--- src/hw/rtl/motor_identification_sequencer_top_macros.svh ---
// Assertion macros shared by the motor identification sequencer.
`ifndef MOTOR_IDENTIFICATION_SEQUENCER_TOP_MACROS_SVH
`define MOTOR_IDENTIFICATION_SEQUENCER_TOP_MACROS_SVH

// Same-cycle implication, disabled while reset is high.
`define MIS_ASSERT_IMPLY(label, clk, rst, ante, cons) \
   label: assert property (@(posedge clk) disable iff (rst) (ante) |-> (cons)) \
      else $error("same-cycle implication failed");

// Next-cycle implication, disabled while reset is high.
`define MIS_ASSERT_NEXT(label, clk, rst, ante, cons) \
   label: assert property (@(posedge clk) disable iff (rst) (ante) |=> (cons)) \
      else $error("next-cycle implication failed");

`endif

--- src/hw/rtl/mis_pkg.sv ---
// Types and constants of the motor identification sequencer.
`default_nettype none
package mis_pkg;

   localparam int CountWidth = 16;
   localparam int DutyWidth  = 12;
   localparam int StepWidth  = 10;
   localparam int LimitWidth = 11;
   localparam int LevelWidth = 12;
   localparam int PhaseWidth = 3;
   localparam int CsrIndexWidth = 3;
   localparam int CsrDataWidth  = 16;

   localparam logic [CountWidth-1:0] CountMax = '1;
   localparam logic [DutyWidth-1:0]  DutyMax  = '1;

   localparam logic [CountWidth-1:0] StartupTicksReset    = 16'd500;
   localparam logic [CountWidth-1:0] PeriodTicksReset     = 16'd300;
   localparam logic [StepWidth-1:0]  DutyStepReset        = 10'd100;
   localparam logic [LimitWidth-1:0] DutyLimitReset       = 11'd820;
   localparam logic [LevelWidth-1:0] SaturationLevelReset = 12'd3500;

   typedef enum logic [PhaseWidth-1:0] {
      PH_POWERUP = 3'd0,
      PH_INIT    = 3'd1,
      PH_RESET   = 3'd2,
      PH_MSTART  = 3'd3,
      PH_MINC    = 3'd4,
      PH_MMEAS   = 3'd5,
      PH_MSTOP   = 3'd6
   } phase_type;

   typedef enum logic [CsrIndexWidth-1:0] {
      CSR_STARTUP_TICKS    = 3'd0,
      CSR_PERIOD_TICKS     = 3'd1,
      CSR_DUTY_STEP        = 3'd2,
      CSR_DUTY_LIMIT       = 3'd3,
      CSR_SATURATION_LEVEL = 3'd4
   } csr_index_type;

   typedef struct packed {
      logic [CountWidth-1:0] startup_ticks;
      logic [CountWidth-1:0] period_ticks;
      logic [StepWidth-1:0]  duty_step;
      logic [LimitWidth-1:0] duty_limit;
      logic [LevelWidth-1:0] saturation_level;
   } cfg_type;

   // Packed so that phase lands in the lowest bits of the result word.
   typedef struct packed {
      logic                 measuring;
      logic                 bridge_multi_mode;
      logic                 driver_sleep_pulse;
      logic                 identifier_clear;
      logic                 identifier_wait;
      logic                 adc_start;
      logic                 duty_written;
      logic [DutyWidth-1:0] duty;
      phase_type            phase;
   } result_type;

   localparam int ResultWidth = $bits(result_type);

endpackage
`default_nettype wire

--- src/hw/rtl/mis_csr.sv ---
// Configuration register file of the motor identification sequencer.
`default_nettype none
module mis_csr (
   input  wire logic                                  clock,
   input  wire logic                                  reset,
   input  wire logic                                  csr_valid,
   output logic                                       csr_ready,
   input  wire logic [mis_pkg::CsrIndexWidth-1:0]     csr_index,
   input  wire logic [mis_pkg::CsrDataWidth-1:0]      csr_wdata,
   output mis_pkg::cfg_type                           cfg
);
   import mis_pkg::*;

   cfg_type cfg_ff;
   cfg_type cfg_in;

   assign csr_ready = 1'b1;
   assign cfg       = cfg_ff;

   always_comb begin
      cfg_in = cfg_ff;
      if (csr_valid && csr_ready) begin
         unique case (csr_index)
            CSR_STARTUP_TICKS:    cfg_in.startup_ticks    = csr_wdata;
            CSR_PERIOD_TICKS:     cfg_in.period_ticks     = csr_wdata;
            CSR_DUTY_STEP:        cfg_in.duty_step        = csr_wdata[StepWidth-1:0];
            CSR_DUTY_LIMIT:       cfg_in.duty_limit       = csr_wdata[LimitWidth-1:0];
            CSR_SATURATION_LEVEL: cfg_in.saturation_level = csr_wdata[LevelWidth-1:0];
            default: ;
         endcase
      end
   end

   always_ff @(posedge clock) begin
      if (reset) begin
         cfg_ff.startup_ticks    <= StartupTicksReset;
         cfg_ff.period_ticks     <= PeriodTicksReset;
         cfg_ff.duty_step        <= DutyStepReset;
         cfg_ff.duty_limit       <= DutyLimitReset;
         cfg_ff.saturation_level <= SaturationLevelReset;
      end else begin
         cfg_ff <= cfg_in;
      end
   end

endmodule
`default_nettype wire

--- src/hw/rtl/mis_step.sv ---
// Phase machine, tick counter and duty register of the sequencer.
`default_nettype none
module mis_step (
   input  wire logic                             clock,
   input  wire logic                             reset,
   input  wire logic                             advance,
   input  wire logic                             cmd,
   input  wire logic [mis_pkg::LevelWidth-1:0]   peak_level,
   input  wire mis_pkg::cfg_type                 cfg,
   output mis_pkg::result_type                   result
);
   import mis_pkg::*;

   phase_type             phase_ff;
   phase_type             phase_in;
   logic [CountWidth-1:0] tick_ff;
   logic [CountWidth-1:0] tick_in;
   logic [DutyWidth-1:0]  duty_ff;
   logic [DutyWidth-1:0]  duty_in;

   phase_type             nxt;
   logic [CountWidth-1:0] tick_sat;
   logic [DutyWidth:0]    duty_sum;
   logic [DutyWidth-1:0]  duty_inc;
   logic                  startup_done;
   logic                  period_done;

   assign tick_sat     = (tick_ff == CountMax) ? tick_ff : tick_ff + 1'b1;
   assign duty_sum     = {1'b0, duty_ff} + {{(DutyWidth + 1 - StepWidth){1'b0}}, cfg.duty_step};
   assign duty_inc     = duty_sum[DutyWidth] ? DutyMax : duty_sum[DutyWidth-1:0];
   assign startup_done = (tick_sat >= cfg.startup_ticks);
   assign period_done  = (tick_sat >= cfg.period_ticks);

   always_comb begin
      phase_in = phase_ff;
      tick_in  = tick_ff;
      duty_in  = duty_ff;
      nxt      = phase_ff;
      result   = '0;
      if (cmd) begin
         phase_in         = PH_INIT;
         result.adc_start = 1'b1;
      end else begin
         tick_in = tick_sat;
         unique case (phase_ff)
            PH_POWERUP: begin
               if (startup_done) nxt = PH_RESET;
            end
            PH_INIT: begin
               if (startup_done) begin
                  nxt                    = PH_MSTART;
                  result.identifier_wait = 1'b1;
               end
            end
            PH_MSTART: begin
               if (period_done) nxt = PH_MINC;
            end
            PH_MINC: begin
               nxt = ({{(DutyWidth - LimitWidth){1'b0}}, cfg.duty_limit} < duty_ff)
                     ? PH_MSTOP : PH_MMEAS;
            end
            PH_MMEAS: begin
               // A period expiry in the same tick overrides saturation.
               if (period_done) begin
                  nxt = PH_MINC;
               end else if (peak_level > cfg.saturation_level) begin
                  nxt = PH_MSTOP;
               end
            end
            default: ;
         endcase
         if (nxt != phase_ff) begin
            tick_in  = '0;
            phase_in = nxt;
            unique case (nxt)
               PH_INIT: begin
                  result.adc_start = 1'b1;
               end
               PH_MSTART: begin
                  duty_in                  = '0;
                  result.duty_written      = 1'b1;
                  result.bridge_multi_mode = 1'b1;
               end
               PH_MINC: begin
                  duty_in             = duty_inc;
                  result.duty_written = 1'b1;
               end
               PH_MSTOP: begin
                  duty_in                 = '0;
                  result.identifier_clear = 1'b1;
                  result.duty_written     = 1'b1;
               end
               PH_RESET: begin
                  result.driver_sleep_pulse = 1'b1;
               end
               default: ;
            endcase
         end
      end
      result.phase     = phase_in;
      result.duty      = duty_in;
      result.measuring = (phase_in == PH_MSTART) || (phase_in == PH_MINC) ||
                         (phase_in == PH_MMEAS) || (phase_in == PH_MSTOP);
   end

   always_ff @(posedge clock) begin
      if (reset) begin
         phase_ff <= PH_POWERUP;
         tick_ff  <= '0;
         duty_ff  <= '0;
      end else if (advance) begin
         phase_ff <= phase_in;
         tick_ff  <= tick_in;
         duty_ff  <= duty_in;
      end
   end

endmodule
`default_nettype wire

--- src/hw/rtl/motor_identification_sequencer_top.sv ---
// Top level of the motor identification sequencer with its stream channels.
//
// Usage: each req transfer carries one event. req_tuser is the kind: 0 for one
// system tick, 1 for the end of the driver sleep pulse. req_tdata carries the
// smoothed peak current level. Every req transfer yields exactly one rsp
// transfer with the phase, the PWM duty and single-shot action strobes.
// The csr channel writes the five limits by index; it is always ready. Writes
// must be made only while no event is in flight; the block does not enforce it.
// A req transfer is held in the input register, and its result then in the
// result register. Throughput is one event per cycle while the receiver does
// not stall; the phase update is a single registered step, so events may
// follow back to back.
// When the receiver stalls the result register holds its item and the input
// register still takes one more event; req_tready falls once both are full.
// Reset empties both registers, returns the phase machine to power-up with a
// zero tick count and zero duty, and loads the default limits.
`default_nettype none
`include "motor_identification_sequencer_top_macros.svh"
module motor_identification_sequencer_top (
   input  wire logic                                clock,
   input  wire logic                                reset,
   input  wire logic                                req_tvalid,
   output logic                                     req_tready,
   input  wire logic [15:0]                         req_tdata,  // peak_level [11:0]
   input  wire logic                                req_tuser,  // cmd
   output logic                                     rsp_tvalid,
   input  wire logic                                rsp_tready,
   // phase [2:0], duty [14:3], duty_written, adc_start, identifier_wait,
   // identifier_clear, driver_sleep_pulse, bridge_multi_mode, measuring [21]
   output logic [23:0]                              rsp_tdata,
   input  wire logic                                csr_valid,
   output logic                                     csr_ready,
   input  wire logic [mis_pkg::CsrIndexWidth-1:0]   csr_index,
   input  wire logic [mis_pkg::CsrDataWidth-1:0]    csr_wdata
);
   import mis_pkg::*;

   cfg_type               cfg;
   result_type            step_result;
   logic                  advance;

   logic                  in_valid_ff;
   logic                  in_valid_in;
   logic                  in_cmd_ff;
   logic [LevelWidth-1:0] in_peak_ff;
   logic                  out_valid_ff;
   logic                  out_valid_in;
   result_type            out_result_ff;

   assign advance      = in_valid_ff && (!out_valid_ff || rsp_tready);
   assign req_tready   = !in_valid_ff || advance;
   assign in_valid_in  = (req_tvalid && req_tready) || (in_valid_ff && !advance);
   assign out_valid_in = advance || (out_valid_ff && !rsp_tready);

   assign rsp_tvalid = out_valid_ff;
   assign rsp_tdata  = {{(24 - ResultWidth){1'b0}}, out_result_ff};

   mis_csr u_csr (
      .clock     (clock),
      .reset     (reset),
      .csr_valid (csr_valid),
      .csr_ready (csr_ready),
      .csr_index (csr_index),
      .csr_wdata (csr_wdata),
      .cfg       (cfg)
   );

   mis_step u_step (
      .clock      (clock),
      .reset      (reset),
      .advance    (advance),
      .cmd        (in_cmd_ff),
      .peak_level (in_peak_ff),
      .cfg        (cfg),
      .result     (step_result)
   );

   always_ff @(posedge clock) begin
      if (reset) begin
         in_valid_ff  <= 1'b0;
         out_valid_ff <= 1'b0;
      end else begin
         in_valid_ff  <= in_valid_in;
         out_valid_ff <= out_valid_in;
      end
   end

   always_ff @(posedge clock) begin
      if (req_tvalid && req_tready) begin
         in_cmd_ff  <= req_tuser;
         in_peak_ff <= req_tdata[LevelWidth-1:0];
      end
      if (advance) begin
         out_result_ff <= step_result;
      end
   end

   `MIS_ASSERT_NEXT(a_held_item_kept, clock, reset, in_valid_ff && !advance, in_valid_ff)
   `MIS_ASSERT_IMPLY(a_adc_only_in_init, clock, reset,
      out_valid_ff && out_result_ff.adc_start, out_result_ff.phase == PH_INIT)
   `MIS_ASSERT_IMPLY(a_duty_write_phase, clock, reset,
      out_valid_ff && out_result_ff.duty_written,
      (out_result_ff.phase == PH_MSTART) || (out_result_ff.phase == PH_MINC) ||
      (out_result_ff.phase == PH_MSTOP))
   `MIS_ASSERT_IMPLY(a_zero_duty_at_stop, clock, reset,
      out_valid_ff && out_result_ff.identifier_clear, out_result_ff.duty == '0)

endmodule
`default_nettype wire
--- config.mk ---
export PLATFORM = sky130hd
export DESIGN_NAME = motor_identification_sequencer_top
export DESIGN_NICKNAME = d
export VERILOG_FILES = /design/src/hw/rtl/mis_pkg.sv /design/src/hw/rtl/mis_csr.sv /design/src/hw/rtl/mis_step.sv /design/src/hw/rtl/motor_identification_sequencer_top.sv
export VERILOG_INCLUDE_DIRS = /design/src /design/src/hw/rtl
export SDC_FILE = /design/constraint.sdc
export NUM_CORES = 1
export LEC_CHECK = 0
export BUFFER_PORTS_ARGS = -buffer_cell sky130_fd_sc_hd__buf_2
export CAP_MARGIN = 20
export CORE_MARGIN = 4
export CORE_UTILIZATION = 35
export CTS_CLUSTER_SIZE = 25
export DETAILED_ROUTE_END_ITERATION = 7
export GPL_ROUTABILITY_DRIVEN = 1
export GPL_TIMING_DRIVEN = 0
export PLACE_DENSITY = 0.58
export SETUP_SLACK_MARGIN = 0.3
export SKIP_CTS_REPAIR_TIMING = 1
export SYNTH_ARGS = -nofsm -noshare
export SYNTH_HDL_FRONTEND = slang
export SYNTH_SLANG_ARGS = --single-unit
--- constraint.sdc ---
create_clock -name clock -period 5 [get_ports clock]
set_input_delay 0 -clock clock [delete_from_list [all_inputs] [get_ports clock]]
set_output_delay 0 -clock clock [all_outputs]
set_load 0.1 [all_outputs]
Yosys cells after proc, flatten, opt, wreduce, memory -nomap -nowiden
Index checks and enable logic that the tools add are counted.
{"block": "totals", "wordCells": 99, "register_bits": 133}
{"block": "op_classes", "n_bitwise": 3, "n_addsub": 2, "n_lt_le_gt_ge": 4, "reduce_logical": 27, "n_eq_ne": 19, "n_mux": 23}
{"operator": "$mux W12", "n": 3}
{"operator": "$ge A16 B16 Y1", "n": 2}
{"operator": "$mux W16", "n": 2}
{"operator": "$eq A3 B3 Y1 const B", "n": 8}
{"operator": "$mux W3", "n": 8}
{"operator": "$pmux W12 S2", "n": 1}
{"operator": "$eq A3 B2 Y1 const B", "n": 6}
{"operator": "$add A16 B1 Y16 const B", "n": 1}
{"operator": "$eq A16 B16 Y1 const B", "n": 1}
{"operator": "$pmux W3 S5", "n": 1}
{"operator": "$add A12 B10 Y13", "n": 1}
{"operator": "$gt A12 B12 Y1", "n": 1}
{"operator": "$lt A11 B12 Y1", "n": 1}
{"operator": "$reduce_and A2 Y1", "n": 6}
{"operator": "$eq A3 B1 Y1 const B", "n": 3}
{"operator": "$logic_or A1 B1 Y1", "n": 7}
{"operator": "$logic_not A3 Y1", "n": 2}
{"operator": "$mux W1", "n": 6}
{"operator": "$reduce_or A2 Y1", "n": 3}
{"operator": "$logic_and A1 B1 Y1", "n": 4}
{"operator": "$logic_not A1 Y1", "n": 4}
{"operator": "$mux W2", "n": 2}
{"operator": "$ne A3 B3 Y1", "n": 1}
{"operator": "$not A1 Y1", "n": 3}
{"operator": "$reduce_or A3 Y1", "n": 1}

Longest topological paths before layout
Gate-level depths: netlist (run 1).
{"block": "depth", "ltp_word": 13, "ltp_mapped": 18, "depth_no_buf": 16}

Cells and area by module
A second synthesis (run 1) with hierarchy kept.
{"block": "hier_totals", "hier_cells": 797, "area_unflattened_um2": 7639.8}
{"module": "mis_step", "seq_area_each_um2": 620.6, "instances": 1, "cells_per_inst": 501, "area_each_um2": 3821.2}
{"module": "mis_csr", "seq_area_each_um2": 1301.2, "instances": 1, "cells_per_inst": 248, "area_each_um2": 2645.0}
{"module": "motor_identification_sequencer_top", "seq_area_each_um2": 1091.0, "instances": 1, "cells_per_inst": 48, "area_each_um2": 1173.6}

Worst setup path before layout (run 1)
Ideal clock, no wire load.
{"block": "synth_timing", "kind": "reg2reg", "startpoint": "register u_step.tick_ff[4]", "endpoint": "register out_result_ff, in the netlist rsp_tdata[14] (data pin)", "setup_time_ns": 0.140, "setup_slack_ns": 0.664, "arrival_ns": 4.196, "path_stages_with_launch": 18, "path_buffers": 1, "cell_sequence": "dfxtp_1 clkbuf_1 nand4_1 nor4_1 nand3b_1 and3_1 nand3_1 nor2_1 xnor2_1 ha_1 nand4_1 nor4_1 a31oi_1 and3_1 or3_4 a2111oi_4 a41o_1 a21boi_2"}
{"item": "start: declaration", "line_no": "mis_step.sv:16", "text": "logic [CountWidth-1:0] tick_ff;"}
{"item": "start signal: assignment", "line_no": "mis_step.sv:113", "text": "tick_ff <= tick_in;"}
{"item": "end signal: assignment", "line_no": "motor_identification_sequencer_top.sv:94", "text": "out_result_ff <= step_result;"}
{"item": "end: declaration", "line_no": "motor_identification_sequencer_top.sv:48", "text": "result_type out_result_ff;"}

==> metrics.txt, run 1 <==
P&R area growth vs syn 25.9%; final instance area 0.00896 sq mm; Placer Congestion 0.844; M2 GR Usage 26.9%; commonest non-fill, non-tap cell in the layout nand2_1; Starting Density 36.1%; drt drc 0; Ant. Diodes 0; Bufs on Longest Clock Path 2; Final setup violation count 0; syn avg cell area 8.67 sq um; WP data arrival 4.85 ns; FF-to-FF Start u_step.tick_ff[0]$_SDFFE_PP0P_; reg-to-reg critical path endpoint rsp_tdata[14]$_DFFE_PP_; grt met3 use 3.34%; asr flop ratio synth 0%; CP Launch Type flop; global route overflow 0; final worst-path cycle share 91.2%; Inserted Clock Buffers 17; placed inst area 0.00776 sq mm; vias in the first global route 5,652; clock root buffer clkbuf_16; worst-case reg-to-reg path depth 17; Die W 151 um; Vias 6,094; IO Port Bufs 60; Primary FF master, synth dfxtp_1; clock sinks 133; Final Skew 0.00861 ns; Via density 4.99; Crit Path Class flop to flop; Worst R2R Setup Slack 0.44 ns; Tot GR Track Use 16.6%; H-tree depth 4; Netlist cell types 67; data required time of the worst path 5.29 ns; Die ar. 0.0227 sq mm; Synth Cell Area 0.00712 sq mm; Yosys reg bits 133; 1st-pass router iterations 4; P_leak 0.00363 uW; Hold Vio Cnt, Final 0; yosys warns 0; largest net degree at the start of global routing 29; crit path cell chain ha_1, and3_1, nand3b_1, nand4_1, buf_4, nor2_1, xor2_2, ha_1, nand2_1, nor4_4, a31oi_4, and3_2, or3_4, a2111oi_4, buf_6, a41o_1, a21boi_2; DR WL/cell 15.3 um; Setup TNS 0 ns; share of cells above drive strength 1 14.7%; Power Density 296 mW/mm^2; core area 0.0197 sq mm; slowest CP cell a2111oi_4; most frequent cells in the layout 149 x nand2_1, 97 x dfxtp_1, 81 x a21oi_1, 68 x inv_1, 65 x ha_1; RSZ-0062 raised after global routing yes; max-cap viol count 0; register area share after synthesis 42.3%; Die H 151 um; crit path from u_step.tick_ff[0]$_SDFFE_PP0P_; Worst setup EP type flop; final wirelength 18.7 mm; Slew HR 30.5%; fmax 0.219 GHz; Worst-path clk slew 0.06 ns; # nets final 1,050; antenna viol nets, final 0; status completed; initial antenna violation count 0; post-place setup slack -0.604 ns; Post-DP HPWL 13.5 mm; Crit Path Max Fanout 6; final worst path period need 4.56 ns; Worst VDD drop 0.242 mV; post-route setup slack 0.439 ns; met1 usage 22.4%; fillers 1,918; first-pass GRT wire length 29.3 mm; Sequential Area 0.00301 sq mm; GRT busiest layer met2; most frequent CP cell ha_1; Worst-Margin Slew 1.04 ns; Critical Path End rsp_tdata[14]$_DFFE_PP_; Core Rows 51; Synth Instances 821; Worst-Skew Late Latency 0.43 ns; Iter 0 DRT Violations 378; multi-input logic area 0.00390 sq mm; CTS tree yes; Hold Crit Class input port to flop; CP peak stage delay 0.42 ns; max-slew violation count 0; EDFF count, synth 35; I/O pins 68
==> critical path: cells and delay by family (launching register included) <==
family / cells / cell delay [ns]
AO/OA/AOI/OAI: 4 / 0.90
adder cells (fa/ha/maj): 2 / 0.60
XOR/XNOR: 1 / 0.16
AND/OR/NAND/NOR: 8 / 1.90
flip-flops: 1 / 0.40
buffers and inverters: 2 / 0.44
==> layout make-up <==
type	instances	share of cell area (%)
Buffer	35	1.80
Clock inverter	7	0.586
Clock buffer	25	6.24
Multi-Input combinational cell	586	43.5
Inverter	69	2.89
Timing Repair Buffer	101	7.69
Tap cell	265	3.70
Sequential cell	133	33.6
==> routing by layer <==
metal  vias to the layer above  share of wire, %
li1                       3153                 -
met1                      2789                48
met2                       132                47
met3                        20               4.4
met4                         0               1.5
met5                         -                 0
==> worst min-delay path by stage <==
stage,start,endpoint,slack (ns),cells after the start
2_1_floorplan,req_tuser,in_cmd_ff$_DFFE_PP_,0.1,0
3_3_place_gp,req_tdata[0],in_peak_ff[0]$_DFFE_PP_,0.18,1
4_1_cts,req_tdata[11],in_peak_ff[11]$_DFFE_PP_,-0.27,1
6_report,csr_index[0],u_csr.cfg[12]$_SDFFE_PP0P_,0.005,4
5_1_grt,csr_index[0],u_csr.cfg[12]$_SDFFE_PP0P_,0.007,4
3_5_place_dp,req_tdata[11],in_peak_ff[11]$_DFFE_PP_,0.18,1
==> metrics by stage <==
stage | total power, uW | utilization, % | hold WS, ns | instances
final | 2650 | 45.5 | 0.00523 | 1221
after global routing | 2760 | 45.5 | 0.00717 | 1221
after CTS | 2650 | 42.4 | -0.270 | 1179
after detailed placement | 1390 | 39.3 | 0.178 | 1147
after global placement | 1390 | 39.3 | 0.177 | 1147
after floorplan | 1320 | - | 0.0989 | 822
==> power breakdown <==
part           internal [uW]  switching [uW]  leakage, uW
logic                   74.5             172      0.00220
registers               1130            12.4      0.00113
clock network            780             480     0.000298
==> state kept, by name, summed over array words and instances, names as in the netlist <==
register and cells:
u_csr.cfg 65, in_valid_ff 1, u_step.duty_ff 12, rsp_tdata 22, in_cmd_ff 1, in_peak_ff 12
rsp_tvalid 1, u_step.tick_ff 16, u_step.phase_ff 3
==> synth_stat cells, types with 3 or more instances <==
master	number	share of area (%)
a32o_1	4	0.56
a31oi_1	9	0.79
nand2_1	149	7.9
nor3_1	10	0.70
o22ai_1	10	0.88
or3_1	5	0.44
o21a_1	3	0.32
nor4b_1	3	0.37
o21ai_0	22	1.5
nand4_1	16	1.4
a21o_1	3	0.32
buf_4	4	0.42
nand2b_1	6	0.53
nor4_1	4	0.35
a211oi_1	3	0.32
o211ai_1	22	2.3
ha_1	65	11
nand3_1	26	1.8
nand3b_1	4	0.42
buf_1	3	0.16
inv_1	68	3.6
o2bb2ai_1	10	1.2
a21oi_1	81	5.7
nor2_1	43	2.3
clkbuf_1	27	1.4
xnor2_1	12	1.5
edfxtp_1	35	15
a2111o_1	3	0.47
dfxtp_1	98	28
and2_1	4	0.35
xor2_1	6	0.74
nor2b_1	11	0.97
and3_1	7	0.61
==> kinds of logic after synthesis <==
| logic type | Yosys count | synth area share (%) |
|---|---|---|
| flops | 133 | 42.3 |
| mux | 3 | 0.439 |
| xor+xnor | 18 | 2.21 |
| fa+ha+maj | 66 | 11.7 |
| simple gates | 298 | 19.4 |
| compound gates | 197 | 18.1 |
| buf+inv | 104 | 5.71 |
| other cells | 2 | 0.105 |
Note: power is estimated with default switching activity, not from simulation.
==> run 2, diff against run 1 <==
Settings changed: ABC_AREA set to 1.
==> run 2 against run 1 <==
  * The run now ends with negative hold slack left
  * Core utilization down 2.2 points
  * Combinational power up 46%
  * Count of clock-buffer cells in the layout down 4
  * Critical path type unchanged
  * Critical endpoint is now u_step.duty_ff[1]$_SDFFE_PP0P_
  * Largest power group is now sequential cells
==> metrics.txt, run 2 <==
status finished with violations; clock sinks 133 (unchanged); largest area contributor in the netlist dfxtp_1; P_leak 0.00416 uW (+14%); hold slack final -0.00853 ns (-0.0138 ns); Worst-path clk slew 0.06 ns (about the same); final worst-path cycle share 82.6% (-8.7 points); Final setup violation count 0 (unchanged); clock root buffer clkbuf_16; total power 2700 uW (+1.7%); max-cap viol count 0 (unchanged); Setup TNS 0 ns (unchanged); Post-synth top cells 221 x nand2_1, 147 x inv_1, 98 x dfxtp_1; drt drc 0 (unchanged); Tot GR Track Use 15.9% (-0.70 points); final instance area 0.00881 sq mm (-1.7%); Yosys top cell area share 26.9% (-0.67 points); syn avg cell area 7.62 sq um (-12%); max-slew violation count 0 (unchanged); Primary FF master, synth dfxtp_1; Worst R2R Setup Slack 0.87 ns (+0.43 ns); most frequent CP cell nand2_1; final wirelength 18.3 mm (-2.2%); Crit Path Class flop to flop; Worst-Margin Slew 0.662 ns (-0.374 ns); CTS tree yes; fillers 2,059 (+7.4%); post-route setup slack 0.872 ns (+0.433 ns); Post-DP HPWL 13.6 mm (+0.43%); Placer Congestion 0.896 (+6.1%); Hold Crit Class input port to flop; WP data arrival 4.50 ns (-0.35 ns); Bufs on Longest Clock Path 2 (unchanged); Iter 0 DRT Violations 401 (+6.1%); Vias 6,258 (+2.7%); Via density 4.63 (-7.3%); reg-to-reg critical path endpoint u_step.duty_ff[1]$_SDFFE_PP0P_; Worst VDD drop 0.242 mV (-0.28%); vias in the first global route 5,823 (+3.0%); ranking of synthesized cells by area dfxtp_1 27%, edfxtp_1 14%, nand2_1 11%; asr flop ratio synth 0% (unchanged); Worst setup EP type flop; Ant. Diodes 0 (unchanged); Die W 152 um (+1.2%); Die ar. 0.0232 sq mm (+2.3%); FF-to-FF Start u_step.tick_ff[0]$_SDFFE_PP0P_; IO Port Bufs 60 (unchanged); global route overflow 0 (unchanged); crit path from u_step.tick_ff[0]$_SDFFE_PP0P_; data required time of the worst path 5.37 ns (+0.08 ns); RSZ-0062 raised after global routing no; I/O pins 68 (unchanged); placed inst area 0.00794 sq mm (+2.4%); Synth Cell Area 0.00730 sq mm (+2.5%); CP Launch Type flop; initial antenna violation count 0 (unchanged); Core Rows 52 (+2.0%); Slew HR 55.9% (+25 points); Final Skew 0.0126 ns (+0.00400 ns); failing checks negative hold slack; first-pass GRT wire length 29.6 mm (+0.99%); Worst-Skew Late Latency 0.43 ns (about the same); final worst path period need 4.13 ns (-0.433 ns); post-place setup slack 0.907 ns (+1.51 ns); Starting Density 35.8% (-0.28 points); Yosys reg bits 133 (unchanged); Inserted Clock Buffers 17 (unchanged); slowest CP cell dfxtp_1; H-tree depth 4 (unchanged); Hold Vio Cnt, Final 3 (+3); cell with the most instances after synthesis nand2_1; register area share after synthesis 41.3% (-1.0 points); Die H 152 um (+1.2%); antenna viol nets, final 0 (unchanged); DR WL/cell 13.5 um (-12%); P&R area growth vs syn 20.8%; 1st-pass router iterations 4 (unchanged); CP peak stage delay 0.36 ns (-0.06 ns); largest net degree at the start of global routing 32 (+10%); core area 0.0204 sq mm (+3.3%); number of flip-flops in the largest register 65 (unchanged); commonest non-fill, non-tap cell in the layout nand2_1; Power Density 306 mW/mm^2 (+3.4%); fmax 0.242 GHz (+10%); # nets final 1,178 (+12%); Netlist cell types 37 (-45%); Critical Path End u_step.duty_ff[1]$_SDFFE_PP0P_; yosys warns 0 (unchanged); share of cells above drive strength 1 11.1% (-3.7 points); Crit Path Max Fanout 10 (+4); worst-case reg-to-reg path depth 25 (+8); most frequent cells in the layout 221 x nand2_1, 147 x inv_1, 98 x dfxtp_1, 92 x a21oi_1, 77 x nor2_1; EDFF count, synth 35 (unchanged); Synth Instances 958 (+17%)
==> run 2: cell count changes after synthesis, sizes merged, moves of 10 or more <==
cell,change
o2bb2ai,-10
o22ai,-10
a21oi,+11
o21ai,+36
nand3,+21
nor2b,-11
nand2,+72
inv,+82
nor2,+41
==> run 2: final cells by class <==
class	count	area (sq um)	area share (%)
Clock inverter	10	72.6	0.823
Multi-Input combinational cell	643	3560	40.4
Sequential cell	133	3010	34.2
Buffer	32	156	1.77
Timing Repair Buffer	93	631	7.16
Tap cell	270	338	3.83
Clock buffer	21	472	5.35
Inverter	151	567	6.43
==> run 2: worst max-delay path, delay by kind of cell (launching register included) <==
| family | cells | cell delay [ns] |
|---|---|---|
| and+or+nand+nor | 15 | 2.13 |
| adders and majority gates | 2 | 0.48 |
| buffers and inverters | 5 | 0.47 |
| DFF | 1 | 0.36 |
| xor gates and xnor gates | 1 | 0.36 |
| AOI/OAI and AO/OA | 2 | 0.29 |
==> run 2: through the flow <==
stage,std cells,utilization (%)
after floorplan,959,-
after global placement,1289,39.0
after detailed placement,1289,39.0
after CTS,1320,41.7
after global routing,1353,43.3
final,1353,43.3
==> run 2: power by group <==
| group | switching (uW) | total, uW | internal (uW) |
|---|---|---|---|
| sequential | 21.1 | 1170 | 1150 |
| clock | 490 | 1170 | 675 |
| combinational | 248 | 360 | 112 |
| total | 760 | 2700 | 1940 |
==> run 2: worst min path at each step <==
| stage | startpoint | end | slack [ns] | cells past startpoint |
|---|---|---|---|---|
| global route | csr_index[1] | u_csr.cfg[41]$_SDFFE_PP1P_ | 0.005 | 3 |
| finish | csr_index[1] | u_csr.cfg[38]$_SDFFE_PP1P_ | -0.009 | 3 |
| floorplan | req_tuser | in_cmd_ff$_DFFE_PP_ | 0.1 | 0 |
| CTS | req_tdata[6] | in_peak_ff[6]$_DFFE_PP_ | -0.27 | 1 |
| global placement | req_tdata[9] | in_peak_ff[9]$_DFFE_PP_ | 0.18 | 1 |
| detailed placement | req_tdata[11] | in_peak_ff[11]$_DFFE_PP_ | 0.18 | 1 |
==> run 2: per-layer routing <==
| metal | vias up | track usage, % | share of wire (%) |
|---|---|---|---|
| met2 | 130 | 23.2 | 42 |
| met1 | 2768 | 23.3 | 52 |
| li1 | 3347 | - | - |
| met3 | 13 | 2.58 | 4.3 |
| met5 | - | 0 | 0 |
| met4 | 0 | 6.16 | 1.2 |
==> run 2: cell families (layout without fill, tap and decap cells) <==
| family | after synthesis | count (layout) | synth area share (%) |
|---|---|---|---|
| buffers and inverters | 183 | 307 | 9.91 |
| DFF | 133 | 133 | 41.3 |
| and+or+nand+nor | 386 | 386 | 22.9 |
| other | 2 | 3 | 0.103 |
| AOI/OAI and AO/OA | 176 | 176 | 12.9 |
| xor gates and xnor gates | 12 | 12 | 1.44 |
| adders and majority gates | 66 | 66 | 11.4 |
